<file path="config.mk">
export PLATFORM = sky130hd
export DESIGN_NAME = terminal_line_editor
export DESIGN_NICKNAME = d
export VERILOG_FILES = /design/src/design/tle_pkg.sv /design/src/design/tle_ram.sv /design/src/design/tle_edit.sv /design/src/design/terminal_line_editor.sv
export VERILOG_INCLUDE_DIRS = /design/src /design/src/design
export SDC_FILE = /design/constraint.sdc
export NUM_CORES = 2
export LEC_CHECK = 0
export ABC_AREA = 1
export BUFFER_PORTS_ARGS = -buffer_cell sky130_fd_sc_hd__buf_4
export CAP_MARGIN = 20
export CORE_ASPECT_RATIO = 0.5
export CORE_MARGIN = 4
export CORE_UTILIZATION = 39
export DETAILED_ROUTE_END_ITERATION = 10
export REMOVE_ABC_BUFFERS = 1
export SKIP_CTS_REPAIR_TIMING = 1
export SYNTH_ARGS = -nofsm -noshare
export SYNTH_HDL_FRONTEND = slang
export SYNTH_SLANG_ARGS = --single-unit
</file>
<file path="constraint.sdc">
create_clock -name i_clk -period 10.4 [get_ports i_clk]
set_input_delay 1.56 -clock i_clk [delete_from_list [all_inputs] [get_ports i_clk]]
set_output_delay 1.56 -clock i_clk [all_outputs]
set_load 0.005 [all_outputs]
</file>
<file path="src/design/terminal_line_editor_macros.svh">
// Assertion macros used by the line editor top level.
`ifndef TERMINAL_LINE_EDITOR_MACROS_SVH
`define TERMINAL_LINE_EDITOR_MACROS_SVH

// A property that must hold at every rising clock edge outside reset.
`define TLE_ASSERT_ALWAYS(label, prop, msg) \
    label: assert property (@(posedge i_clk) disable iff (!i_rst_n) (prop)) \
        else $error(msg);

// A condition in one cycle that implies a consequence in the next cycle.
`define TLE_ASSERT_NEXT(label, ante, cons, msg) \
    label: assert property (@(posedge i_clk) disable iff (!i_rst_n) (ante) |=> (cons)) \
        else $error(msg);

`endif

</file>
<file path="src/design/tle_pkg.sv">
// Types and constants of the terminal line editor.
package tle_pkg;

    // Item selector codes.
    localparam logic [1:0] FUNC_KEY   = 2'd0;
    localparam logic [1:0] FUNC_FLUSH = 2'd1;
    localparam logic [1:0] FUNC_READ  = 2'd2;

    // Key codes that the editor recognises.
    localparam logic [7:0] KEY_NONE    = 8'd0;
    localparam logic [7:0] KEY_BS      = 8'd8;
    localparam logic [7:0] KEY_NL      = 8'd10;
    localparam logic [7:0] KEY_ESC     = 8'd27;
    localparam logic [7:0] KEY_SPACE   = 8'd32;
    localparam logic [7:0] KEY_UP      = 8'd65;
    localparam logic [7:0] KEY_RIGHT   = 8'd67;
    localparam logic [7:0] KEY_LEFT    = 8'd68;
    localparam logic [7:0] KEY_BRACKET = 8'd91;
    localparam logic [7:0] KEY_TILDE   = 8'd126;
    localparam logic [7:0] KEY_DEL     = 8'd127;

    // Output beat numbers; a single-byte result is shown at the last beat only.
    localparam logic [1:0] BEAT_FIRST = 2'd0;
    localparam logic [1:0] BEAT_LAST  = 2'd2;

    typedef enum logic [1:0] {
        PH_IDLE    = 2'd0,
        PH_ESC     = 2'd1,
        PH_BRACKET = 2'd2
    } t_phase;

    // What the edit logic decides for one item.
    typedef struct packed {
        logic       triple;
        logic       echo_valid;
        logic       enter;
        logic [7:0] ch0;
        logic [7:0] ch1;
        logic [7:0] ch2;
        logic       rd_ok;
        logic       wr_en;
        logic [7:0] wr_data;
    } t_edit_out;

endpackage

</file>
<file path="src/design/tle_ram.sv">
// Generic single-port-write, single-port-read RAM with registered read data.
module tle_ram #(
    parameter int WIDTH = 8,
    parameter int DEPTH = 256
) (
    input  logic                     i_clk,
    input  logic                     i_wr_en,
    input  logic [$clog2(DEPTH)-1:0] i_wr_addr,
    input  logic [WIDTH-1:0]         i_wr_data,
    input  logic                     i_rd_en,
    input  logic [$clog2(DEPTH)-1:0] i_rd_addr,
    output logic [WIDTH-1:0]         o_rd_data
);

    logic [WIDTH-1:0] r_mem [DEPTH];
    logic [WIDTH-1:0] r_rd_data;

    always_ff @(posedge i_clk) begin
        if (i_wr_en) begin
            r_mem[i_wr_addr] <= i_wr_data;
        end
        if (i_rd_en) begin
            r_rd_data <= r_mem[i_rd_addr];
        end
    end

    assign o_rd_data = r_rd_data;

endmodule

</file>
<file path="src/design/tle_edit.sv">
// Next-state and result decision of the line editor for one item.
module tle_edit
    import tle_pkg::*;
#(
    parameter int LINE_CAPACITY = 256,
    parameter int CW            = 9,
    parameter int AW            = 8
) (
    input  logic [1:0]    i_func,
    input  logic [7:0]    i_key_code,
    input  logic [7:0]    i_read_index,
    input  t_phase        i_phase,
    input  logic [CW-1:0] i_cursor,
    input  logic [CW-1:0] i_length,
    output t_phase        o_phase,
    output logic [CW-1:0] o_cursor,
    output logic [CW-1:0] o_length,
    output logic [AW-1:0] o_wr_addr,
    output t_edit_out     o_res
);

    localparam int IW = (CW > 8) ? CW : 8;

    logic handled;
    logic [IW-1:0] idx_ext;
    logic [IW-1:0] len_ext;

    assign idx_ext = IW'(i_read_index);
    assign len_ext = IW'(i_length);

    always_comb begin
        handled   = 1'b0;
        o_phase   = i_phase;
        o_cursor  = i_cursor;
        o_length  = i_length;
        o_wr_addr = i_cursor[AW-1:0];
        o_res     = '0;
        case (i_func)
            FUNC_KEY: begin
                if (i_key_code != KEY_NONE) begin
                    if (i_phase != PH_IDLE) begin
                        if (i_key_code == KEY_BRACKET) begin
                            o_phase = PH_BRACKET;
                            handled = 1'b1;
                        end else if (i_phase == PH_BRACKET && i_key_code == KEY_LEFT) begin
                            o_phase = PH_IDLE;
                            handled = 1'b1;
                            if (i_cursor != '0) begin
                                o_cursor         = i_cursor - 1'b1;
                                o_res.triple     = 1'b1;
                                o_res.echo_valid = 1'b1;
                                o_res.ch0        = KEY_ESC;
                                o_res.ch1        = KEY_BRACKET;
                                o_res.ch2        = KEY_LEFT;
                            end
                        end else if (i_phase == PH_BRACKET && i_key_code == KEY_RIGHT) begin
                            o_phase = PH_IDLE;
                            handled = 1'b1;
                            if (i_cursor < i_length) begin
                                o_cursor         = i_cursor + 1'b1;
                                o_res.triple     = 1'b1;
                                o_res.echo_valid = 1'b1;
                                o_res.ch0        = KEY_ESC;
                                o_res.ch1        = KEY_BRACKET;
                                o_res.ch2        = KEY_RIGHT;
                            end
                        end else if (i_phase == PH_BRACKET && i_key_code == KEY_UP) begin
                            o_phase = PH_IDLE;
                            handled = 1'b1;
                        end else begin
                            o_phase = PH_IDLE;
                        end
                    end
                    if (!handled) begin
                        if (i_key_code == KEY_DEL || i_key_code == KEY_BS) begin
                            if (i_cursor != '0 && i_length != '0) begin
                                o_cursor         = i_cursor - 1'b1;
                                o_length         = i_length - 1'b1;
                                o_res.triple     = 1'b1;
                                o_res.echo_valid = 1'b1;
                                o_res.ch0        = KEY_BS;
                                o_res.ch1        = KEY_SPACE;
                                o_res.ch2        = KEY_BS;
                            end
                        end else if (i_key_code == KEY_ESC) begin
                            o_phase = PH_ESC;
                        end else if (i_key_code == KEY_NL) begin
                            o_res.enter = 1'b1;
                        end else if (i_key_code >= KEY_SPACE && i_key_code <= KEY_TILDE) begin
                            if (i_cursor < i_length) begin
                                o_wr_addr        = i_cursor[AW-1:0];
                                o_cursor         = i_cursor + 1'b1;
                                o_res.wr_en      = 1'b1;
                                o_res.wr_data    = i_key_code;
                                o_res.echo_valid = 1'b1;
                                o_res.ch2        = i_key_code;
                            end else if (i_length != CW'(LINE_CAPACITY)) begin
                                o_wr_addr        = i_length[AW-1:0];
                                o_length         = i_length + 1'b1;
                                o_cursor         = i_length + 1'b1;
                                o_res.wr_en      = 1'b1;
                                o_res.wr_data    = i_key_code;
                                o_res.echo_valid = 1'b1;
                                o_res.ch2        = i_key_code;
                            end
                        end
                    end
                end
            end
            FUNC_FLUSH: begin
                o_cursor = '0;
                o_length = '0;
            end
            FUNC_READ: begin
                o_res.rd_ok = (idx_ext < len_ext);
            end
            default: begin
                o_res.rd_ok = 1'b0;
            end
        endcase
    end

endmodule

</file>
<file path="src/design/terminal_line_editor.sv">
// Top level of the terminal line editor: input register, editing state, line store, result stage.
//
// The editor takes one item per transfer: a keystroke, a flush of the line or a read of one
// byte of the line store. Every item is registered on acceptance and decided once the result
// stage is free (cursor, length, escape phase and a possible store write all update at that
// edge), and loaded into the result stage at the same edge. A cursor move (ESC [ D or ESC [ C)
// that moves the cursor, or a backspace or delete that removes a byte, gives three result
// transfers, one echoed byte per cycle while the receiver does not stall; every other item
// gives exactly one. The last flag marks the final transfer of an item. The three-byte echo
// sequencer on the output side sets the rate: a three-byte echo holds the result stage until
// its last byte leaves, and the input register accepts the next item while the current
// result is still being sent. Reads return the byte from the line store, or zero at or beyond
// the current length; the store itself is never cleared and only positions below the length
// are ever returned. Appends beyond LINE_CAPACITY bytes are refused without echo; the cursor
// and length outputs carry the state after the item, resized to nine bits.
module terminal_line_editor
    import tle_pkg::*;
#(
    parameter int LINE_CAPACITY = 256
) (
    input  logic       i_clk,
    input  logic       i_rst_n,
    // Input channel.
    input  logic       i_in_valid,
    output logic       o_in_stall,
    input  logic [1:0] i_func,
    input  logic [7:0] i_key_code,
    input  logic [7:0] i_read_index,
    // Result channel.
    output logic       o_out_valid,
    input  logic       i_out_stall,
    output logic [7:0] o_echo_char,
    output logic       o_echo_valid,
    output logic       o_last,
    output logic       o_enter_seen,
    output logic [8:0] o_cursor_pos,
    output logic [8:0] o_line_length,
    output logic [7:0] o_read_char
);

    // Cursor and length can reach the capacity itself; store addresses cannot.
    localparam int CW = $clog2(LINE_CAPACITY + 1);
    localparam int AW = $clog2(LINE_CAPACITY);

    // Input register.
    logic       r_s1_valid;
    logic [1:0] r_func;
    logic [7:0] r_key;
    logic [7:0] r_idx;

    // Editing state.
    t_phase        r_phase;
    logic [CW-1:0] r_cursor;
    logic [CW-1:0] r_length;

    // Result stage.
    logic       r_res_valid;
    logic [1:0] r_beat;
    logic [7:0] r_ch [3];
    logic       r_echo_valid;
    logic       r_enter;
    logic       r_rd_ok;

    t_phase        n_phase;
    logic [CW-1:0] n_cursor;
    logic [CW-1:0] n_length;
    logic [AW-1:0] wr_addr;
    t_edit_out     edit;

    logic       in_accept;
    logic       out_accept;
    logic       res_free;
    logic       res_load;
    logic [7:0] rd_data;

    // The result stage can take a new item when it is empty or its last beat leaves now.
    assign out_accept = r_res_valid && !i_out_stall;
    assign res_free   = !r_res_valid || (out_accept && r_beat == BEAT_LAST);
    assign res_load   = r_s1_valid && res_free;
    assign o_in_stall = r_s1_valid && !res_free;
    assign in_accept  = i_in_valid && !o_in_stall;

    tle_edit #(
        .LINE_CAPACITY (LINE_CAPACITY),
        .CW            (CW),
        .AW            (AW)
    ) u_edit (
        .i_func       (r_func),
        .i_key_code   (r_key),
        .i_read_index (r_idx),
        .i_phase      (r_phase),
        .i_cursor     (r_cursor),
        .i_length     (r_length),
        .o_phase      (n_phase),
        .o_cursor     (n_cursor),
        .o_length     (n_length),
        .o_wr_addr    (wr_addr),
        .o_res        (edit)
    );

    // The read port only moves when a new result is loaded, so the read data holds while the
    // result channel is stalled. An item that writes the store never has its read byte returned.
    tle_ram #(
        .WIDTH (8),
        .DEPTH (LINE_CAPACITY)
    ) u_line_store (
        .i_clk     (i_clk),
        .i_wr_en   (res_load && edit.wr_en),
        .i_wr_addr (wr_addr),
        .i_wr_data (edit.wr_data),
        .i_rd_en   (res_load),
        .i_rd_addr (AW'(r_idx)),
        .o_rd_data (rd_data)
    );

    always_ff @(posedge i_clk) begin
        if (!i_rst_n) begin
            r_s1_valid  <= 1'b0;
            r_phase     <= PH_IDLE;
            r_cursor    <= '0;
            r_length    <= '0;
            r_res_valid <= 1'b0;
            r_beat      <= BEAT_FIRST;
        end else begin
            if (in_accept) begin
                r_s1_valid <= 1'b1;
            end else if (res_load) begin
                r_s1_valid <= 1'b0;
            end

            if (res_load) begin
                r_phase     <= n_phase;
                r_cursor    <= n_cursor;
                r_length    <= n_length;
                r_res_valid <= 1'b1;
                r_beat      <= edit.triple ? BEAT_FIRST : BEAT_LAST;
            end else if (out_accept) begin
                if (r_beat == BEAT_LAST) begin
                    r_res_valid <= 1'b0;
                end else begin
                    r_beat <= r_beat + 1'b1;
                end
            end
        end
    end

    // Payload registers need no reset.
    always_ff @(posedge i_clk) begin
        if (in_accept) begin
            r_func <= i_func;
            r_key  <= i_key_code;
            r_idx  <= i_read_index;
        end
        if (res_load) begin
            r_ch[0]      <= edit.ch0;
            r_ch[1]      <= edit.ch1;
            r_ch[2]      <= edit.ch2;
            r_echo_valid <= edit.echo_valid;
            r_enter      <= edit.enter;
            r_rd_ok      <= edit.rd_ok;
        end
    end

    // The editing state only changes when a result is loaded, so it is the state after the
    // item being shown for every transfer of that item.
    assign o_out_valid   = r_res_valid;
    assign o_echo_char   = r_ch[r_beat];
    assign o_echo_valid  = r_echo_valid;
    assign o_last        = (r_beat == BEAT_LAST);
    assign o_enter_seen  = r_enter;
    assign o_cursor_pos  = 9'(r_cursor);
    assign o_line_length = 9'(r_length);
    assign o_read_char   = r_rd_ok ? rd_data : 8'd0;

    `include "terminal_line_editor_macros.svh"

    `TLE_ASSERT_ALWAYS(a_cursor_within_line, r_cursor <= r_length, "cursor beyond line length")
    `TLE_ASSERT_ALWAYS(a_length_within_capacity, r_length <= CW'(LINE_CAPACITY), "line overflow")
    `TLE_ASSERT_NEXT(a_beat_advances, out_accept && r_beat != BEAT_LAST, r_res_valid && r_beat == $past(r_beat) + 2'd1, "echo beat skipped")
    `TLE_ASSERT_NEXT(a_single_at_last_beat, res_load && !edit.triple, r_res_valid && r_beat == BEAT_LAST, "single result not marked last")
    `TLE_ASSERT_NEXT(a_no_bracket_from_idle, res_load && r_phase == PH_IDLE, r_phase != PH_BRACKET, "escape phase skipped ESC")

endmodule

</file>
; ---- Word level (Yosys, flattened, before mapping)
; Memories as Yosys holds them, arrays and structs flattened. A register that Yosys moved wholly into a read port is not among the register bits.
; Cells that the tools add are included.
[word_totals]
word_cells = 185
reg_bits = 45
out_inout_bits = 39
mem_bits_rw = 2072
mem_count = 2
[memory_table]
columns = memory, words, word_bits, rd, rd_ports_with_merged_regs, write_ports, line_no
row1 = u_line_store.r_mem, 256, 8, 1, 1, 1, tle_ram.sv:15  ; logic [WIDTH-1:0] r_mem [DEPTH];
row2 = r_ch, 3, 8, 1, 1, 3, terminal_line_editor.sv:59  ; logic [7:0] r_ch [3];
[op_classes]
bitwise = 2
muxes = 105
n_reduce_logical = 33
add_sub_neg = 5
n_lt_le_gt_ge = 4
eq_ne = 22
[op_table]
columns = op, count
row1 = $mux W9, 33
row2 = $mux W8, 16
row3 = $mux W24, 5
row4 = $mux W27, 3
row5 = $mux W21, 2
row6 = $eq A8 B7 Y1 const B, 5
row7 = $mux W2, 19
row8 = $pmux W9 S2, 2
row9 = $mux W1, 24
row10 = $add A9 B1 Y9 const B, 2
row11 = $reduce_bool A9 Y1, 2
row12 = $sub A9 B1 Y9 const B, 2
row13 = $eq A8 B4 Y1 const B, 2
row14 = $mux W16, 1
row15 = $logic_and A1 B1 Y1, 11
row16 = $reduce_and A10 Y1, 1
row17 = $reduce_bool A2 Y1, 5
row18 = $lt A8 B9 Y1, 1
row19 = $lt A9 B9 Y1, 1
row20 = $ne A9 B9 Y1 const B, 1
row21 = $eq A8 B5 Y1 const B, 1
row22 = $ge A8 B6 Y1 const B, 1
row23 = $le A8 B7 Y1 const B, 1
row24 = $reduce_bool A8 Y1, 1
row25 = other kinds (15), 29

; ---- Logic depth before layout (Yosys ltp)
[depth]
word_depth = 19
depth_mapped = 19
depth_no_buf = 17

; ---- Hierarchy
; Synthesis repeated with hierarchy kept, for this count alone.
[hier_totals]
hier_cells = 7775
area_unflattened_um2 = 88945.3
[by_module_without_submodules]
columns = module, instances, area_per_inst_um2, seq_area_each_um2, cells_per_inst
row1 = tle_ram, 1, 83476.3, 61739.2, 7003
row2 = tle_edit, 1, 2917.8, 0.0, 547
row3 = terminal_line_editor, 1, 2551.2, 1871.8, 225

; ---- Least setup slack after synthesis
; No wires, ideal clock.
[synth_path]
path_type = register to register
start = register r_length[3], in the netlist o_line_length[3]
end = memory u_line_store.r_mem[0][0], data pin
stages_incl_launch_ff = 15
slack_ns = 1.190
path_buffers = 1
setup_time_ns = 1.393
t_arrival_ns = 7.816
period_less_slack_ns = 9.210
path_cell_list = dfxtp_1 -> clkinv_1 -> ha_1 -> nand2_1 -> inv_1 -> nand2_1 -> nand3_2 -> nand2_4 -> nand2_4 -> nand2_1 -> nand2_1 -> nor2_1 -> inv_2 -> clkbuf_1 -> nor2_1
[synth_rtl]
columns = item, line_no
row1 = "start, declared", terminal_line_editor.sv:54  ; logic [CW-1:0] r_length;
row2 = "start signal, assigned", terminal_line_editor.sv:134  ; r_length <= n_length;
row3 = "end, declared", tle_ram.sv:15

==> out/qor.yml <==
status:
  status: "finished clean"
routing:
  via_per_inst: 5.47
  drtIter0Drc: 8021
  drt-pass1-iter-count: 8
  ant_nets: 0
  route.vias.total: 58819
  totalWireLength_um: 250000
  drcViolationCount: 0
  routedWlPerCell_um: 23.3
sta:
  period_share_pct: 49.6
  drv_slew: 0
  relSlewSlack_pct: 19.6
  rsz0062_at_grt: "false"
  timing.fmax_mhz: 194
  hold_viol_final: 0
  setup_viol: 0
  worst_slew_pin_slew_ns: 1.21
  worst_slack_ns: 5.24
  final.setup.tns_ns: 0
  final.setup_skew_ns: 0.0372
  fin_crit_ns: 5.16
yosys:
  yosysSeqAreaShare_pct: 72.2
  avgSynthCellArea_um2: 11.7
  synth_compound_area_share_pct: 3.95
  synthFlopType: "edfxtp_1"
  async_flop_share_pct: 0
  postSynthCellCount: 7514
  ys_ff_latch: 2114
  yosys.area_share.simple_pct: 20.2
  synth.distinct_cells: 41
  synth-xor-area-share_pct: 0.170
  synthMuxAreaShare_pct: 0
  synth_top_family_by_area: "simple AND/OR/NAND/NOR gates"
  syn_area_um2: 87500
  synth_fa_ha_area_share_pct: 0.300
  yosys_warnings: 0
  synth_edf_count: 2088
clocking:
  clk_pin_slew_ns: 0.06
  clk_latency_ns: 0.84
  clockBufferDepth: 3
  cts_sinks: 2114
  cts_root_buf: "clkbuf_16"
  cts_buffers: 196
  cts_tree: "done"
  htree_levels: 4
worst_setup_path:
  critPathMaxFanout: 189
  arrival_ns: 5.85
  cp_slowest_stage_delay_ns: 0.85
  endpoint_kind: "register"
  rr_endpoint: "u_line_store.o_rd_data[3]"
  startpoint_type: "register"
  r2r_slack_ns: 5.24
  required_ns: 11.09
  cp_slowest_cell: "buf_4"
  path_class: "reg -> reg"
  path_cells: "buf_4 -> buf_12 -> buf_4 -> buf_4 -> o21ai_0 -> o22ai_1 -> nand2_1 -> nand3_1 -> nand3_1 -> nand3_1 -> nand3_1 -> nand2_1 -> nand2_1 -> nand2_1"
  crit-reg2reg-launch: "r_idx[0]"
  reg2reg_depth: 14
grt:
  antenna_found_initial: 10
  grt_pass1_vias: 56562
  overflow: 0
  grt_max_degree: 205
  grt_pass1_wl_um: 370000
  grt_use_total_pct: 21.1
worst_hold_path:
  min_from: "r_beat[0]"
  hold_path_class: "reg -> reg"
  worstHoldPathCells: 1
  hold_end: "r_beat[0]"
finish:
  area_growth_syn_to_layout_pct: 11.4
  stdcell_count: 10750
  nFillCells: 20484
  regArea_um2: 63200
  n_antenna_cell: 0
  final_layout_size_suffix_gt1_share_pct: 6.89
  multi_input_area_um2: 22600
  final_nets: 7655
die:
  dieArea_um2: 233000
  die_w_um: 678
  initial_core_util_pct: 39.4
  num_rows: 122
  die_y_um: 343
  core_area_um2: 222000
  ios: 61
power:
  power.density_nw_per_um2: 179
  p_leak_uw: 0.0345
  total_power_uw: 17500
  max-vdd-ir-drop_mv: 0.184
run:
  cap_violations: 0
placement:
  pre_cts_ws_ns: 5.31
  dp_hpwl_um: 146000
  dp_cells: 10390
  place.gp.congestion: 0.887
  portBuffers: 60
## metal layers
layer / global-route usage [%] / vias to the layer above / part of all wire, % / wire length (um)
li1: - / 26687 / - / -
met1: 31.0 / 28818 / 43 / 108000
met2: 31.8 / 2937 / 44 / 111000
met3: 4.11 / 377 / 10 / 25300
met4: 5.98 / 0 / 2.6 / 6610
met5: 0 / - / 0 / 0
## final cells by class
class | count | share of cell area (%)
clock inverter | 113 | 0.821
clock buffer | 247 | 5.37
inverter | 181 | 0.722
sequential | 2114 | 64.8
timing repair buffer | 142 | 1.25
tap | 2976 | 3.82
multi-input combinational | 4977 | 23.2
## cells by family (layout without fill, tap and decap cells)
| logic type | count (synthesis) | in the layout |
|---|---|---|
| xor gates and xnor gates | 17 | 17 |
| AOI/OAI and AO/OA | 635 | 635 |
| buffers and inverters | 679 | 683 |
| other | 1 | 257 |
| DFF | 2114 | 2114 |
| adders and majority gates | 21 | 21 |
| and+or+nand+nor | 4047 | 4047 |
## Yosys cell counts, types with 3 or more instances
master	instances	area (um2)
nor2_4	11	124
nand4_1	13	81.3
inv_2	17	63.8
nand3_2	22	220
edfxtp_1	2088	62700
dfxtp_1	26	521
a21oi_1	118	591
ha_1	21	263
nor3_1	7	35.0
nand3_1	1612	8070
nor2_1	568	2130
clkbuf_1	316	1190
nand2_4	13	146
nor2_2	24	150
o21ai_0	362	1810
o22ai_1	130	813
o21bai_1	5	37.5
a21oi_4	4	65.1
buf_1	94	353
buf_6	12	135
o21ai_1	3	15.0
inv_1	162	608
nand2_2	18	113
o211ai_1	3	22.5
nand2_1	1753	6580
xor2_1	16	140
buf_2	74	370
o21ai_4	3	48.8
## worst max-delay path, delay by kind of cell, from the launching register on
| family | cells | cell delay, ns |
|---|---|---|
| simple gates | 8 | 1.11 |
| compound gates | 2 | 0.55 |
| buf+inv | 4 | 2.93 |
| flops | 1 | 0.32 |
## where the power goes
| part | internal [uW] | switching, uW |
|---|---|---|
| Combinational | 301 | 928 |
| Sequential | 9320 | 19.2 |
| Clock | 3760 | 3170 |
## flip-flops by register name, indices dropped and copies added, names as in the netlist, 2 cells and up, named ones only
| register | flops |
|---|---|
| r_phase | 2 |
| r_ch | 11 |
| r_idx | 8 |
| u_line_store.r_mem | 2048 |
| o_cursor_pos | 9 |
| r_beat | 2 |
| r_key | 8 |
| o_line_length | 9 |
| r_func | 2 |
| u_line_store.o_rd_data | 8 |
## per-stage QoR
| stage | util (%) | hold slack [ns] | cell area (um2) |
|---|---|---|---|
| 6_report | 43.9 | 0.456 | 97500 |
| 3_5_place_dp | 41.2 | 0.445 | 91500 |
| 2_1_floorplan | - | 0.415 | 86400 |
| 5_1_grt | 43.9 | 0.474 | 97500 |
| 4_1_cts | 43.9 | 0.454 | 97500 |
| 3_3_place_gp | 41.2 | 0.440 | 91500 |
## how the worst max path moves through the flow
stage / startpoint / to / slack, ns / cells after the start
6_report: r_idx[0] / u_line_store.o_rd_data[3] / 5.24 / 14
5_1_grt: r_idx[0] / u_line_store.o_rd_data[3] / 4.91 / 14
3_3_place_gp: i_out_stall / u_line_store.r_mem[107][5] / 5.28 / 10
2_1_floorplan: r_idx[0] / u_line_store.o_rd_data[6] / -45.08 / 11
4_1_cts: r_idx[0] / u_line_store.o_rd_data[3] / 5.30 / 14
3_5_place_dp: r_idx[0] / u_line_store.o_rd_data[3] / 5.31 / 14
## cells in the final DEF (no fill, tap or decap), types with 25 or more instances in the layout
cell type | synthesis | routed
clkbuf_16 | 0 | 202
o22ai_1 | 130 | 130
nand2_1 | 1753 | 1753
clkbuf_1 | 316 | 44
conb_1 | 1 | 257
a21oi_1 | 118 | 118
clkinv_2 | 0 | 40
clkinv_1 | 2 | 52
o21ai_0 | 362 | 362
buf_4 | 2 | 130
nor2_2 | 24 | 25
nor2_1 | 568 | 559
nand3_1 | 1612 | 1612
inv_1 | 162 | 160
dfxtp_1 | 26 | 26
edfxtp_1 | 2088 | 2088
(Power assumes the default switching activity.)
